<file path="config.mk">
export PLATFORM = sky130hd
export DESIGN_NAME = decimal_text_to_integer
export DESIGN_NICKNAME = d
export VERILOG_FILES = /design/src/hw/rtl/dtoi_pkg.sv /design/src/hw/rtl/decimal_text_to_integer.sv
export SDC_FILE = /design/constraint.sdc
export NUM_CORES = 1
export LEC_CHECK = 0
export CAP_MARGIN = 25
export CORE_MARGIN = 3
export CORE_UTILIZATION = 30
export CTS_CLUSTER_SIZE = 10
export DETAILED_ROUTE_END_ITERATION = 12
export DONT_BUFFER_PORTS = 1
export SLEW_MARGIN = 15
export SYNTH_ARGS = -nofsm -noshare
export SYNTH_HDL_FRONTEND = slang
export SYNTH_SLANG_ARGS = --single-unit
</file>
<file path="constraint.sdc">
create_clock -name i_clk -period 5.3 [get_ports i_clk]
set_input_delay 1.06 -clock i_clk [delete_from_list [all_inputs] [get_ports i_clk]]
set_output_delay 1.06 -clock i_clk [all_outputs]
set_load 0.02 [all_outputs]
</file>
<file path="src/hw/rtl/dtoi_pkg.sv">
package dtoi_pkg;

    localparam int unsigned CHAR_W = 8;
    localparam int unsigned VALUE_W = 32;
    localparam int unsigned STATUS_W = 3;
    // Accumulator width: a 32-bit magnitude times ten plus one digit fits in 36 bits
    localparam int unsigned ACC_W = VALUE_W + 4;

    localparam logic [CHAR_W-1:0] CH_ZERO  = 8'h30;  // '0'
    localparam logic [CHAR_W-1:0] CH_NINE  = 8'h39;  // '9'
    localparam logic [CHAR_W-1:0] CH_DOT   = 8'h2E;  // '.'
    localparam logic [CHAR_W-1:0] CH_PLUS  = 8'h2B;  // '+'
    localparam logic [CHAR_W-1:0] CH_MINUS = 8'h2D;  // '-'
    localparam logic [CHAR_W-1:0] CH_SPACE = 8'h20;  // ' '
    localparam logic [CHAR_W-1:0] CH_TAB   = 8'h09;  // '\t'

    localparam logic [VALUE_W-1:0] MAG_LIMIT = 32'h8000_0000;
    localparam logic [VALUE_W-1:0] MAG_SAT   = 32'h8000_0001;
    localparam logic [VALUE_W-1:0] POS_LIMIT = 32'h7FFF_FFFF;

    typedef enum logic [STATUS_W-1:0] {
        ST_OK       = 3'd0,
        ST_BADCHAR  = 3'd1,
        ST_DOT      = 3'd2,
        ST_SIGN     = 3'd3,
        ST_SPACE    = 3'd4,
        ST_OVERFLOW = 3'd5
    } t_status;

    typedef struct packed {
        logic [CHAR_W-1:0] char_code;
        logic              line_end;
    } t_in_item;

    typedef struct packed {
        logic signed [VALUE_W-1:0] value;
        t_status                   status;
    } t_out_item;

endpackage

</file>
<file path="src/hw/rtl/decimal_text_to_integer.sv">
// A request is held in the input register; its result, if it decides the line, is loaded
//   into the result register when the output is free.
// Throughput: one character per cycle unless a result stalls; the parse state is registered.
// A result waiting on the output holds the next character in the input register and
//   stalls the input until the result is taken.
// Reset (i_rst_n low, synchronous) clears the line state and both valid flags.
module decimal_text_to_integer (
    input  logic                i_clk,
    input  logic                i_rst_n,
    input  logic                i_in_valid,
    output logic                o_in_ready,
    input  dtoi_pkg::t_in_item  i_in_data,
    output logic                o_out_valid,
    input  logic                i_out_ready,
    output dtoi_pkg::t_out_item o_out_data
);

    logic                            r_in_valid;
    dtoi_pkg::t_in_item              r_in;
    logic                            r_out_valid;
    dtoi_pkg::t_out_item             r_out;

    logic                            r_line_done, n_line_done;
    logic [dtoi_pkg::VALUE_W-1:0]    r_mag, n_mag;
    logic                            r_neg, n_neg;
    logic                            r_sign_seen, n_sign_seen;
    logic                            r_digit_seen, n_digit_seen;
    logic                            r_point_seen, n_point_seen;
    logic                            r_gap_seen, n_gap_seen;

    logic                            w_fire;
    logic                            w_res_valid;
    dtoi_pkg::t_out_item             w_res;
    dtoi_pkg::t_out_item             w_emit;
    logic [dtoi_pkg::CHAR_W-1:0]     w_c;
    logic                            w_is_digit;
    logic [dtoi_pkg::CHAR_W-1:0]     w_digit;
    logic [dtoi_pkg::ACC_W-1:0]      w_acc;

    assign w_fire      = r_in_valid && (!r_out_valid || i_out_ready);
    assign o_in_ready  = !r_in_valid || w_fire;
    assign o_out_valid = r_out_valid;
    assign o_out_data  = r_out;

    assign w_c        = r_in.char_code;
    assign w_is_digit = (w_c >= dtoi_pkg::CH_ZERO) && (w_c <= dtoi_pkg::CH_NINE);
    assign w_digit    = w_c - dtoi_pkg::CH_ZERO;
    // mag * 10 + digit as (mag << 3) + (mag << 1) + digit
    assign w_acc = {1'b0, r_mag, 3'b000} + {3'b000, r_mag, 1'b0}
                 + {{(dtoi_pkg::ACC_W - dtoi_pkg::CHAR_W){1'b0}}, w_digit};

    // Result for a successful decision, with the overflow check
    always_comb begin
        w_emit.value  = '0;
        w_emit.status = dtoi_pkg::ST_OK;
        if (r_neg ? (r_mag > dtoi_pkg::MAG_LIMIT) : (r_mag > dtoi_pkg::POS_LIMIT)) begin
            w_emit.status = dtoi_pkg::ST_OVERFLOW;
        end else begin
            w_emit.value = r_neg ? (~r_mag + 1'b1) : r_mag;
        end
    end

    always_comb begin
        n_line_done  = r_line_done;
        n_mag        = r_mag;
        n_neg        = r_neg;
        n_sign_seen  = r_sign_seen;
        n_digit_seen = r_digit_seen;
        n_point_seen = r_point_seen;
        n_gap_seen   = r_gap_seen;
        w_res_valid  = 1'b0;
        w_res        = w_emit;

        if (r_in.line_end) begin
            w_res_valid  = !r_line_done;
            // clear for the next line
            n_line_done  = 1'b0;
            n_mag        = '0;
            n_neg        = 1'b0;
            n_sign_seen  = 1'b0;
            n_digit_seen = 1'b0;
            n_point_seen = 1'b0;
            n_gap_seen   = 1'b0;
        end else if (!r_line_done) begin
            w_res.value = '0;
            priority if (w_is_digit) begin
                n_digit_seen = 1'b1;
                priority if (r_gap_seen) begin
                    w_res_valid  = 1'b1;
                    w_res.status = dtoi_pkg::ST_SPACE;
                end else if (r_point_seen) begin
                    w_res_valid = 1'b1;
                    w_res       = w_emit;
                end else begin
                    n_mag = (w_acc > {4'b0000, dtoi_pkg::MAG_LIMIT})
                          ? dtoi_pkg::MAG_SAT : w_acc[dtoi_pkg::VALUE_W-1:0];
                end
            end else if (w_c == dtoi_pkg::CH_DOT) begin
                if (r_point_seen) begin
                    w_res_valid  = 1'b1;
                    w_res.status = dtoi_pkg::ST_DOT;
                end
                n_point_seen = 1'b1;
            end else if (w_c == dtoi_pkg::CH_PLUS || w_c == dtoi_pkg::CH_MINUS) begin
                if (r_digit_seen || r_sign_seen) begin
                    w_res_valid  = 1'b1;
                    w_res.status = dtoi_pkg::ST_SIGN;
                end else begin
                    n_sign_seen = 1'b1;
                    if (w_c == dtoi_pkg::CH_MINUS) begin
                        n_neg = 1'b1;
                    end
                end
            end else if (w_c == dtoi_pkg::CH_SPACE || w_c == dtoi_pkg::CH_TAB) begin
                if (r_digit_seen || r_point_seen) begin
                    n_gap_seen = 1'b1;
                end
            end else begin
                w_res_valid  = 1'b1;
                w_res.status = dtoi_pkg::ST_BADCHAR;
            end
            if (w_res_valid) begin
                n_line_done = 1'b1;
            end
        end
    end

    always_ff @(posedge i_clk) begin
        if (!i_rst_n) begin
            r_in_valid   <= 1'b0;
            r_out_valid  <= 1'b0;
            r_line_done  <= 1'b0;
            r_mag        <= '0;
            r_neg        <= 1'b0;
            r_sign_seen  <= 1'b0;
            r_digit_seen <= 1'b0;
            r_point_seen <= 1'b0;
            r_gap_seen   <= 1'b0;
        end else begin
            if (o_in_ready) begin
                r_in_valid <= i_in_valid;
            end
            if (w_fire && w_res_valid) begin
                r_out_valid <= 1'b1;
            end else if (i_out_ready) begin
                r_out_valid <= 1'b0;
            end
            if (w_fire) begin
                r_line_done  <= n_line_done;
                r_mag        <= n_mag;
                r_neg        <= n_neg;
                r_sign_seen  <= n_sign_seen;
                r_digit_seen <= n_digit_seen;
                r_point_seen <= n_point_seen;
                r_gap_seen   <= n_gap_seen;
            end
        end
    end

    always_ff @(posedge i_clk) begin
        if (o_in_ready && i_in_valid) begin
            r_in <= i_in_data;
        end
        if (w_fire && w_res_valid) begin
            r_out <= w_res;
        end
    end

endmodule

</file>
### Yosys cells after proc, flatten, opt, wreduce, memory -nomap -nowiden

Index checks and enable logic that the tools add are counted.

* logic and storage cells: 126
* bits in registers: 84
* bits of input ports: 13
* output and inout bits: 37

* multiplexer cells: 65
* bitwise logic cells: 1
* magnitude comparators: 5
* reductions and logical operators: 26
* equality and inequality tests: 12
* add/sub/neg operators: 4

Operators by type and width (count)
* 32-bit 2-to-1 mux: 10
* 35-bit 2-to-1 mux: 3
* 1-bit 2-to-1 mux: 44
* 35-bit by 33-bit adder with 36-bit output: 1
* 36-bit by 8-bit adder with 36-bit output: 1
* 36-bit by 32-bit > comparator with 1-bit output (second input constant): 1
* 32-bit by 1-bit adder with 32-bit output (second input constant): 1
* 8-bit by 6-bit == test with 1-bit output (second input constant): 4
* 32-bit by 31-bit > comparator with 1-bit output (second input constant): 1
* 32-bit > comparator (second input constant): 1
* 32-bit NOT: 1
* 3-bit 2-to-1 mux: 8
* 2-bit != test (second input constant): 7
* 7-bit AND reduction: 2
* 2-bit nonzero test: 7
* 8-bit by 4-bit == test with 1-bit output (second input constant): 1
* 8-bit by 6-bit greater-or-equal comparator with 1-bit output (second input constant): 1
* 8-bit by 6-bit <= comparator with 1-bit output (second input constant): 1
* 8-bit by 6-bit subtractor with 8-bit output (second input constant): 1
* 1-bit logical OR: 6
* 6-bit AND reduction: 1
* 5-bit AND reduction: 1
* 1-bit logical AND: 4
* 4-bit AND reduction: 1
* 2 further kinds: 4

### Depth between registers and ports, before layout

Gate-level depths: netlist of run 1.

* depth in word-level cells: 12
* depth in mapped cells: 15
* gate-level depth less buffers: 14

### Least setup slack after synthesis of run 1

OpenSTA, ideal clock, no wires.

* kind: reg2reg
* start point: register r_in (netlist bit w_c[5])
* end point: register r_mag[10] (netlist name)
* stages on the path, launching flop included: 16
* buffers on the path: 1
* slack: 1.331 ns
* data arrival time: 3.909 ns
* required time: 5.239 ns
* period minus slack after synthesis: 3.969 ns
* library setup time: 0.061 ns
* cells stage by stage: edfxtp_1 > ha_1 > xnor2_1 > fa_1 > ha_1 > and2_4 > a221oi_4 > nand2_2 > xor2_1 > or4_1 > nor4b_1 > nand4_1 > nor4_1 > a21o_2 > buf_6 > a32o_1

* longest elaborated chain between the ends: 9
* elaborated cells between the ends (all ways): 14
* classes of those cells: add/sub (2); order compare (3); mux (6); reduce/logical (3)

Ends and longest elaborated chain
* start: declaration: RTL line decimal_text_to_integer.sv:19 `dtoi_pkg::t_in_item r_in;`
* start signal: assignment: RTL line decimal_text_to_integer.sv:162 `r_in <= i_in_data;`
* 8-bit by 6-bit subtractor with 8-bit output: RTL line decimal_text_to_integer.sv:47 `assign w_digit = w_c - dtoi_pkg::CH_ZERO;`
* 36-bit by 8-bit adder with 36-bit output: RTL line decimal_text_to_integer.sv:50 `+ {{(dtoi_pkg::ACC_W - dtoi_pkg::CHAR_W){1'b0}}, w_digit};`
* 36-bit by 32-bit > comparator with 1-bit output: RTL line decimal_text_to_integer.sv:95 `n_mag = (w_acc > {4'b0000, dtoi_pkg::MAG_LIMIT})`
* 32-bit 2-to-1 mux: RTL line decimal_text_to_integer.sv:96 `? dtoi_pkg::MAG_SAT : w_acc[dtoi_pkg::VALUE_W-1:0];`
* 32-bit 2-to-1 mux: RTL line decimal_text_to_integer.sv:91 `end else if (r_point_seen) begin`
* 32-bit 2-to-1 mux: RTL line decimal_text_to_integer.sv:88 `priority if (r_gap_seen) begin`
* 32-bit 2-to-1 mux: RTL line decimal_text_to_integer.sv:86 `priority if (w_is_digit) begin`
* 32-bit 2-to-1 mux: RTL line decimal_text_to_integer.sv:84 `end else if (!r_line_done) begin`
* 32-bit 2-to-1 mux: RTL line decimal_text_to_integer.sv:74 `if (r_in.line_end) begin`
* end signal: assignment: RTL line decimal_text_to_integer.sv:150 `r_mag <= n_mag;`
* end: declaration: RTL line decimal_text_to_integer.sv:24 `logic [dtoi_pkg::VALUE_W-1:0] r_mag, n_mag;`

Parallel ways exist; a longest one is shown, timed or not. The select of a mux whose other input is x is not followed.
A chain may end at the register's enable or synchronous reset.

### Worst setup path in the final report of run 1

* start point: register r_in (netlist bit w_c[5])
* end point: register r_mag[3] (netlist name)

Same word-level chain as after synthesis.

==> summary.txt, run 1 <==
Status
  • Status: completed

Clock network
  • CTS Buffer Depth: 2
  • H-tree depth: 3
  • CTS resizes: 0
  • CTS buffer count: 9
  • Postcts setup bufs: 0
  • CTS tree: built
  • Root Buffer: clkbuf_16
  • Hold_buf cts: 0
  • Clk pin slew, worst setup/hold paths: 70 ps
  • Clk sinks: 84
  • Later-pin clock latency in the skew report: 330 ps

Timing
  • Slew headroom: 38.97%
  • Worst-Margin Slew: 915.4 ps
  • Final Critical Period: 4578 ps
  • Hold slack: 483.1 ps
  • Fmax: 0.2184 GHz
  • Final Cycle Share: 86.38%
  • Final hold violation count: 0
  • Setup Skew: 7.278 ps
  • Final setup fails: 0
  • Setup TNS: 0 ps
  • RSZ-0062 raised after global routing: no
  • Pins Over Slew Limit: 0

GRT
  • Global Route Usage Sum: 12.95%
  • Total gr overflow: 0
  • First-pass GRT wire length: 24.14 mm
  • Largest net degree at the start of global routing: 37
  • Vias in the first global route: 4710
  • Antenna violations before repair: 0

Drt
  • WL per Instance: 15.28 um
  • Post-Route WL: 14.53 mm
  • Final ANT Viol Nets: 0
  • # DRC: 0
  • DR vias: 5019
  • Initial DRC count: 447
  • DRT Pass-1 Iters: 8
  • Routed vias/inst: 5.278

Final layout
  • Final nets: 758
  • Ant diodes: 0
  • Synth-to-Final Area Change: 8.701%
  • Fraction of layout cells with a size suffix above 1: 4.846%
  • Max reg flops: 35

Logic synthesis
  • Syn Nets: 766
  • Post-synth EDFFs: 44
  • FF+latch count, synth: 84
  • Prevailing post-synth register cell: edfxtp_1
  • Mapped cell area: 0.006241 sq mm
  • Unique masters post-synth: 69
  • Dominant cell type by area after synthesis: edfxtp_1
  • Synth Warn #: 0
  • Synth area leaders: edfxtp_1, dfxtp_1, ha_1
  • Sequential fraction of the synthesis area: 34.00%
  • Asr flop ratio synth: 0%
  • Syn Area/Cell: 9.124 sq um
  • Share of the synthesized area in the top cell type: 21.17%
  • Post-Syn Instances: 684

Floorplanning
  • Full die area: 0.02257 sq mm
  • Effective utilization at floorplan: 30.65%
  • Die Span Y: 150.2 um
  • Core area: 0.02036 sq mm
  • Row count: 52
  • Io pins: 50
  • Die Width: 150.2 um

Hold path
  • Hold Crit Class: register to register
  • Hold Crit Depth: 2

Placed design
  • Dpl hpwl: 11.42 mm
  • RD Place Congestion: 0.8971
  • IO Port Bufs: 0

Power
  • Max VDD drop: 0.0001326 V
  • Power density over the cells: 220.5 mW/mm^2
  • P_leak: 2.743 nW

Setup path
  • CP max FO: 21
  • Reg2reg path depth: 14
  • Critical setup path kind: register to register
  • CP Data Arrival Time: 4850 ps
  • Critical Path RT: 5570 ps
  • CP startpoint kind: register
  • CP Capture Type: register

Job
  • MaxCap Viol Count: 0
-- through the flow --
stage / power (W) / instance area (sq um) / cells / worst slack [ps] / utilization, %
floorplan: 0.0007993 / 6241 / 684 / 1331 / -
global placement: 0.0008114 / 6437 / 934 / 820.4 / 31.61
detailed placement: 0.0008118 / 6437 / 934 / 784.9 / 31.61
CTS: 0.001512 / 6769 / 950 / 730.0 / 33.24
global route: 0.001546 / 6784 / 951 / 395.5 / 33.31
finish: 0.001496 / 6784 / 951 / 721.8 / 33.31
-- layout by cell type, fill, tap and decap left out, types with 6 or more instances in the layout --
cell / Yosys / final
or3_1: 10 / 10
nand2b_1: 6 / 6
dfxtp_1: 40 / 40
nor3_1: 8 / 8
o21ai_0: 54 / 54
inv_1: 14 / 14
edfxtp_1: 44 / 44
a32o_1: 22 / 22
o31ai_1: 12 / 12
nor2b_1: 7 / 7
xnor2_1: 20 / 20
or4_1: 7 / 7
nor2_1: 75 / 75
clkbuf_16: 0 / 9
xor2_1: 38 / 38
ha_1: 63 / 63
nor4_1: 7 / 7
a31oi_1: 8 / 8
nand3_1: 16 / 16
a21oi_1: 47 / 47
fa_1: 6 / 6
nand4_1: 10 / 10
nand2_1: 66 / 66
o21a_1: 10 / 10
-- layout make-up --
cell class | instances | area (sq um)
multi-input cells | 562 | 3895
flip-flops and latches | 84 | 2122
fillers | 2077 | 13580
well taps | 270 | 337.8
inverters | 14 | 52.55
clock inverters | 6 | 92.59
repair buffers | 5 | 45.04
clock buffers | 10 | 239.0
-- Yosys cell counts (all sizes together), types with 7 or more instances --
library cell and number:
or3 10, nor2 75, inv 14, edfxtp 44, xnor2 20, nor3 8
xor2 38, o21ai 56, nand3 16, nand4 10, or4 7, buf 8
dfxtp 40, nor4 8, nor2b 7, a32o 22, clkbuf 11, a21oi 48
o31ai 12, nand2 67, o21a 10, a31oi 8, ha 63
-- critical path, cell delays in order (launching register included) --
cell      delay [ps]
edfxtp_1         440
ha_1             260
xnor2_1          190
fa_1             440
ha_1             390
and2_4           180
a221oi_4         350
nand2_2           90
xor2_1           180
or4_1            550
nor4b_1          340
nand4_1          170
nor4_1           290
a21o_2           400
a32o_1           240
-- cell families after synthesis --
kind of cell	after synthesis	share of synthesized area, %
multiplexers	2	0.3208
AND/OR/NAND/NOR	234	18.10
AO/OA/AOI/OAI	199	21.29
adder cells (fa/ha/maj)	69	14.56
buffers and inverters	38	3.589
flip-flops	84	34.00
XOR/XNOR	58	8.140
-- path summary, 6_finish.rpt --
kind / startpoint / endpoint / slack (ps)
setup / recovery: w_c[5] / r_mag[3] / 720
hold / removal: r_sign_seen / r_sign_seen / 480
setup reg to reg: w_c[5] / r_mag[3] / 720
hold reg to reg: r_sign_seen / r_sign_seen / 480
-- metal layers --
metal | GRT usage, % | vias up | wire length [um]
met3 | 1.565 | 15 | 445
met5 | 0 | - | 0
li1 | - | 2548 | -
met4 | 3.797 | 0 | 193
met2 | 19.35 | 127 | 6322
met1 | 19.49 | 2329 | 7568
-- power by group --
| group | leakage (nW) | switching (W) | internal, W | total [W] |
|---|---|---|---|---|
| clock | 0.164 | 0.000267 | 0.000430 | 0.000697 |
| combinational | 1.84 | 0.0000452 | 0.0000213 | 0.0000665 |
| sequential | 0.739 | 0.0000288 | 0.000703 | 0.000732 |
| total | 2.74 | 0.000341 | 0.00116 | 0.00150 |
(Power assumes the default switching activity.)
==> run 2: changes to the inputs <==
--- a/config.mk
+++ b/config.mk
@@ -8,6 +8,7 @@
 export CAP_MARGIN = 25
 export CORE_MARGIN = 3
 export CORE_UTILIZATION = 30
+export CTS_BUF_LIST = sky130_fd_sc_hd__clkbuf_8
 export CTS_CLUSTER_SIZE = 10
 export DETAILED_ROUTE_END_ITERATION = 12
 export DONT_BUFFER_PORTS = 1
==> run 2 against run 1 <==
  * Clock power decreased by 24%
  * Sequential power barely moved
  * Clock skew grew 4.2 ps
  * Critical path depth is the same
  * Register-to-register slack is essentially flat
  * Setup slack improved by 7.3 ps
  * First-iteration DRC count down 4.9%
  * Count of clock-buffer cells in the layout unchanged
  * Sequential share of layout area is 0.47 points higher
  * Worst hold slack worse by 1.6 ps
  * Final cell count did not move
  * Critical endpoint is now r_mag[14]
  * Largest cell class unchanged
  * Largest power group unchanged
==> summary.txt, run 2 (synthesized netlist as in run 1, its figures left out) <==
Clock network
  • CTS resizes: 0 (unchanged)
  • Postcts setup bufs: 0 (unchanged)
  • Root Buffer: clkbuf_8
  • CTS buffer count: 9 (unchanged)
  • Clk sinks: 84 (unchanged)
  • Later-pin clock latency in the skew report: 360 ps (+30 ps)
  • CTS tree: built
  • H-tree depth: 3 (unchanged)
  • CTS Buffer Depth: 2 (unchanged)
  • Clk pin slew, worst setup/hold paths: 90 ps (+20 ps)
  • Hold_buf cts: 0 (unchanged)

Placed design
  • RD Place Congestion: 0.8971 (unchanged)
  • Dpl hpwl: 11.42 mm (unchanged)
  • IO Port Bufs: 0 (unchanged)

Timing
  • Setup Skew: 11.51 ps (+4.232 ps)
  • Pins Over Slew Limit: 0 (unchanged)
  • Final hold violation count: 0 (unchanged)
  • Final setup fails: 0 (unchanged)
  • Setup TNS: 0 ps (unchanged)
  • Slew headroom: 38.02% (-0.95 points)
  • Worst-Margin Slew: 929.7 ps (+14.28 ps)
  • Final Cycle Share: 86.24% (-0.14 points)
  • RSZ-0062 raised after global routing: no
  • Final Critical Period: 4571 ps (-7.255 ps)
  • Fmax: 0.2188 GHz (+0.16%)

Setup path
  • CP startpoint kind: register
  • Critical setup path kind: register to register
  • Crit path cell chain: ha_1 -> xnor2_1 -> fa_1 -> ha_1 -> and2_4 -> a221oi_4 -> nand2_2 -> xor2_1 -> or4_1 -> nor4b_1 -> nand4_1 -> nor4_1 -> a21o_2 -> a32o_1
  • Critical Path RT: 5600 ps (+30 ps)
  • Cell family with most CP delay: simple AND/OR/NAND/NOR gates
  • CP max FO: 21 (unchanged)
  • CP Capture Type: register
  • CP Data Arrival Time: 4870 ps (+20 ps)
  • R2R Path Start: w_c[5]
  • Most frequent CP cell: ha_1
  • Critical path startpoint: w_c[5]
  • CP peak stage delay: 550 ps (about the same)
  • CP Buf/Inv Count: 0 (unchanged)
  • CP max-delay cell: or4_1

Floorplanning
  • Die Span Y: 150.2 um (unchanged)
  • Die Width: 150.2 um (unchanged)
  • Core area: 0.02036 sq mm (unchanged)
  • Io pins: 50 (unchanged)
  • Row count: 52 (unchanged)
  • Full die area: 0.02257 sq mm (unchanged)
  • Effective utilization at floorplan: 30.65% (unchanged)

Final layout
  • Final nets: 758 (unchanged)
  • Synth-to-Final Area Change: 7.077%
  • Ant diodes: 0 (unchanged)
  • Most frequent cells in the layout: nor2_1, nand2_1, ha_1
  • Fraction of layout cells with a size suffix above 1: 4.846% (unchanged)
  • Most common cell after layout, fill and taps aside: nor2_1
  • Max reg flops: 35 (unchanged)
  • Layout fillers: 2094 (+0.82%)

Status
  • Status: completed

Drt
  • Post-Route WL: 14.47 mm (-0.40%)
  • DRT Pass-1 Iters: 5 (-3)
  • Final ANT Viol Nets: 0 (unchanged)
  • # DRC: 0 (unchanged)
  • Initial DRC count: 425 (-4.9%)
  • DR vias: 5064 (+0.90%)
  • Routed vias/inst: 5.325 (+0.90%)
  • WL per Instance: 15.22 um (-0.40%)

Job
  • MaxCap Viol Count: 0 (unchanged)

Power
  • Max VDD drop: 0.0001232 V (-7.1%)
  • P_leak: 2.697 nW (-1.7%)
  • Post-route total power: 0.001328 W (-11%)
  • Power density over the cells: 198.7 mW/mm^2 (-9.9%)

Hold path
  • Hold Startpoint: r_sign_seen
  • Hold Crit Class: register to register

GRT
  • First-pass GRT wire length: 23.92 mm (-0.89%)
  • Total gr overflow: 0 (unchanged)
  • Largest net degree at the start of global routing: 37 (unchanged)
  • Global Route Usage Sum: 12.85% (-0.095 points)
  • Vias in the first global route: 4637 (-1.5%)
  • Antenna violations before repair: 0 (unchanged)
## run 2: routing by layer
layer / vias to the layer above / GRT usage (%) / routed length [um] / part of all wire, %
li1: 2550 / - / - / -
met4: 0 / 3.614 / 223 / 1.5
met2: 171 / 19.22 / 6230 / 43
met1: 2325 / 19.54 / 7516 / 52
met5: - / 0 / 0 / 0
met3: 18 / 1.325 / 501 / 3.5
## run 2: cell type report
| class | instances | area, sq um | area share, % |
|---|---|---|---|
| Tap cell | 270 | 337.8 | 5.055 |
| Sequential cell | 84 | 2122 | 31.75 |
| Inverter | 14 | 52.55 | 0.7864 |
| Clock buffer | 10 | 137.6 | 2.060 |
| Multi-Input combinational cell | 562 | 3895 | 58.29 |
| Timing Repair Buffer | 5 | 45.04 | 0.6740 |
| Clock inverter | 6 | 92.59 | 1.386 |
## run 2: report_power, final
group	internal [W]	total (W)	switching (W)	leakage, nW
sequential	0.000703	0.000732	0.0000288	0.739
clock	0.000283	0.000530	0.000247	0.118
combinational	0.0000213	0.0000664	0.0000451	1.84
## run 2: metrics by stage
stage	hold slack [ps]	setup slack (ps)	utilization [%]	area (sq um)	instances
6_report	481.5	729.0	32.82	6683	951
2_1_floorplan	437.8	1331	-	6241	684
4_1_cts	476.7	738.3	32.74	6668	950
3_3_place_gp	451.7	820.4	31.61	6437	934
5_1_grt	528.1	389.2	32.82	6683	951
3_5_place_dp	458.3	784.9	31.61	6437	934
## run 2: worst paths after layout
path	cells after the start	to	slack, ps
worst min-delay path	2	r_sign_seen	480
worst min register to register	2	r_sign_seen	480
worst max-delay path	14	r_mag[14]	730
worst max register to register	14	r_mag[14]	730
## run 2: worst min-delay path, cell delays in order (launching register included)
cell	delay (ps)
dfxtp_1	340
a31oi_1	50
nor2_1	70
==> run 3: changes to the inputs <==
--- a/config.mk
+++ b/config.mk
@@ -6,12 +6,14 @@
 export NUM_CORES = 1
 export LEC_CHECK = 0
 export CAP_MARGIN = 25
+export CORE_ASPECT_RATIO = 2
 export CORE_MARGIN = 3
 export CORE_UTILIZATION = 30
 export CTS_BUF_LIST = sky130_fd_sc_hd__clkbuf_8
 export CTS_CLUSTER_SIZE = 10
 export DETAILED_ROUTE_END_ITERATION = 12
 export DONT_BUFFER_PORTS = 1
+export GPL_TIMING_DRIVEN = 0
 export SLEW_MARGIN = 15
 export SYNTH_ARGS = -nofsm -noshare
 export SYNTH_HDL_FRONTEND = slang
==> run 3 against run 2 <==
  * Critical endpoint is now r_mag[13]
  * Setup slack got worse by 420 ps
  * Register-to-register slack got worse by 420 ps
  * Critical path depth rose by 1
  * Via count rose by 1.8%
  * Sequential share of layout area fell by 0.75 points
  * Sequential power fell by 0.5%
  * First-iteration DRC count fell by 52%
  * Global-route usage rose by 1.9 points
  * Combinational power rose by 19%
  * Sequential cell count did not move
==> summary.txt, run 3 (synthesized netlist as in run 1, its figures left out) <==
Clock network
  • CTS tree: built
  • Postcts setup bufs: 0 (unchanged)
  • CTS Buffer Depth: 2 (unchanged)
  • Root Buffer: clkbuf_8
  • CTS resizes: 0 (unchanged)
  • CTS buffer count: 9 (unchanged)
  • Hold_buf cts: 0 (unchanged)
  • Later-pin clock latency in the skew report: 380 ps (+20 ps)
  • H-tree depth: 3 (unchanged)
  • Clk sinks: 84 (unchanged)
  • Clk pin slew, worst setup/hold paths: 90 ps (about the same)

Setup path
  • CP max-delay cell: a211oi_1
  • Critical Path RT: 5560 ps (-40 ps)
  • CP Capture Type: register
  • Cell family with most CP delay: compound AO/OA/AOI/OAI gates
  • CP Data Arrival Time: 5250 ps (+380 ps)
  • CP max FO: 10 (-52%)
  • CP startpoint kind: register
  • Crit path cell chain: ha_1 -> xnor2_1 -> fa_1 -> ha_1 -> and2_4 -> nand3_1 -> a211oi_1 -> o21ai_0 -> o21ai_0 -> o2111ai_1 -> o31ai_1 -> nor4_1 -> a21o_2 -> buf_6 -> a32o_1
  • CP Buf/Inv Count: 1 (+1)
  • Critical setup path kind: register to register
  • CP peak stage delay: 670 ps (+120 ps)

Timing
  • Final Critical Period: 4989 ps (+418.3 ps)
  • Fmax: 0.2004 GHz (-8.4%)
  • RSZ-0062 raised after global routing: no
  • Setup Skew: 11.34 ps (-0.1698 ps)
  • Final setup fails: 0 (unchanged)
  • Final Cycle Share: 94.14% (+7.9 points)
  • Final hold violation count: 0 (unchanged)
  • Setup TNS: 0 ps (unchanged)
  • Worst-Margin Slew: 698.9 ps (-230.8 ps)
  • Slew headroom: 53.05% (+15 points)
  • Pins Over Slew Limit: 0 (unchanged)

Drt
  • WL per Instance: 17.08 um (+12%)
  • # DRC: 0 (unchanged)
  • Final ANT Viol Nets: 0 (unchanged)
  • DR vias: 5156 (+1.8%)
  • Post-Route WL: 16.54 mm (+14%)
  • Initial DRC count: 203 (-52%)
  • DRT Pass-1 Iters: 4 (-1)
  • Routed vias/inst: 5.326 (about the same)

Final layout
  • Final nets: 778 (+2.6%)
  • Most frequent cells in the layout: nor2_1, nand2_1, ha_1
  • Max reg flops: 35 (unchanged)
  • Final instance area: 0.006845 sq mm (+2.4%)
  • Synth-to-Final Area Change: 9.683%
  • Fraction of layout cells with a size suffix above 1: 5.849% (+1.0 points)
  • Most common cell after layout, fill and taps aside: nor2_1
  • Final Non-Filler Cells: 968 (+1.8%)
  • Util after Layout: 33.45% (+0.64 points)

GRT
  • Vias in the first global route: 5165 (+11%)
  • Total gr overflow: 0 (unchanged)
  • Antenna violations before repair: 0 (unchanged)
  • Largest net degree at the start of global routing: 35 (-5.4%)
  • Global Route Usage Sum: 14.71% (+1.9 points)
  • First-pass GRT wire length: 26.10 mm (+9.1%)

Power
  • Power density over the cells: 199.5 mW/mm^2 (+0.40%)
  • Max VDD drop: 0.0001540 V (+25%)
  • P_leak: 2.786 nW (+3.3%)

Placed design
  • Placed cells: 951 (+1.8%)
  • Area after DPL: 0.006595 sq mm (+2.4%)
  • IO Port Bufs: 0 (unchanged)
  • RD Place Congestion: 0.8920 (-0.57%)
  • Dpl hpwl: 13.45 mm (+18%)

Floorplanning
  • Effective utilization at floorplan: 30.50% (-0.15 points)
  • Die Span Y: 210.0 um (+40%)
  • Full die area: 0.02268 sq mm (+0.46%)
  • Io pins: 50 (unchanged)
  • Row count: 74 (+42%)
  • Core area: 0.02046 sq mm (+0.48%)
  • Die Width: 108.0 um (-28%)

Status
  • Status: completed

Job
  • MaxCap Viol Count: 0 (unchanged)

Hold path
  • Hold Crit Class: register to register
-- run 3: metrics by stage --
step / hold WS [ps] / power [W] / setup slack [ps]
final: 491.0 / 0.001366 / 310.8
after global routing: 535.3 / 0.001412 / 128.1
after CTS: 495.0 / 0.001380 / 410.6
after detailed placement: 474.3 / 0.0008229 / 456.5
after global placement: 466.8 / 0.0008192 / 490.4
after floorplan: 437.8 / 0.0007993 / 1331
-- run 3: path summary, 6_finish.rpt --
| path | from | to | slack, ps | cells past startpoint |
|---|---|---|---|---|
| worst max-delay path | w_c[5] | r_mag[13] | 310 | 15 |
| worst min-delay path | r_sign_seen | r_sign_seen | 490 | 2 |
| worst max register to register | w_c[5] | r_mag[13] | 310 | 15 |
| worst min register to register | r_sign_seen | r_sign_seen | 490 | 2 |
-- run 3: where the power goes --
| group | total [W] | internal, W | leakage (nW) | switching, W |
|---|---|---|---|---|
| sequential | 0.000728 | 0.000702 | 0.739 | 0.0000257 |
| clock | 0.000558 | 0.000326 | 0.127 | 0.000232 |
| combinational | 0.0000791 | 0.0000276 | 1.92 | 0.0000515 |
| total | 0.00137 | 0.00106 | 2.79 | 0.000310 |
-- run 3: final cells by class --
class	instances	area [sq um]
diodes	1	2.502
plain buffers	24	171.4
clock buffers	10	137.6
clock inverters	6	110.1
fillers	2079	13620
inverters	14	52.55
multi-input cells	562	3896
flip-flops and latches	84	2122
well taps	266	332.8
repair buffers	1	20.02
-- run 3: worst reg2reg max path, cell delays in order (launching register included) --
cell and delay (ps):
edfxtp_1 440, ha_1 280, xnor2_1 210, fa_1 450, ha_1 410, and2_4 210, nand3_1 230, a211oi_1 670
o21ai_0 280, o21ai_0 510, o2111ai_1 200, o31ai_1 200, nor4_1 120, a21o_2 280, buf_6 150, a32o_1 240
-- run 3: layer usage --
| metal | GRT usage [%] | vias to the layer above | part of all wire [%] | wire, um |
|---|---|---|---|---|
| li1 | - | 2595 | - | - |
| met5 | 0 | - | 0 | 0 |
| met2 | 29.43 | 100 | 57 | 9406 |
| met3 | 1.716 | 44 | 1.8 | 301 |
| met1 | 13.72 | 2417 | 37 | 6082 |
| met4 | 8.457 | 0 | 4.5 | 746 |
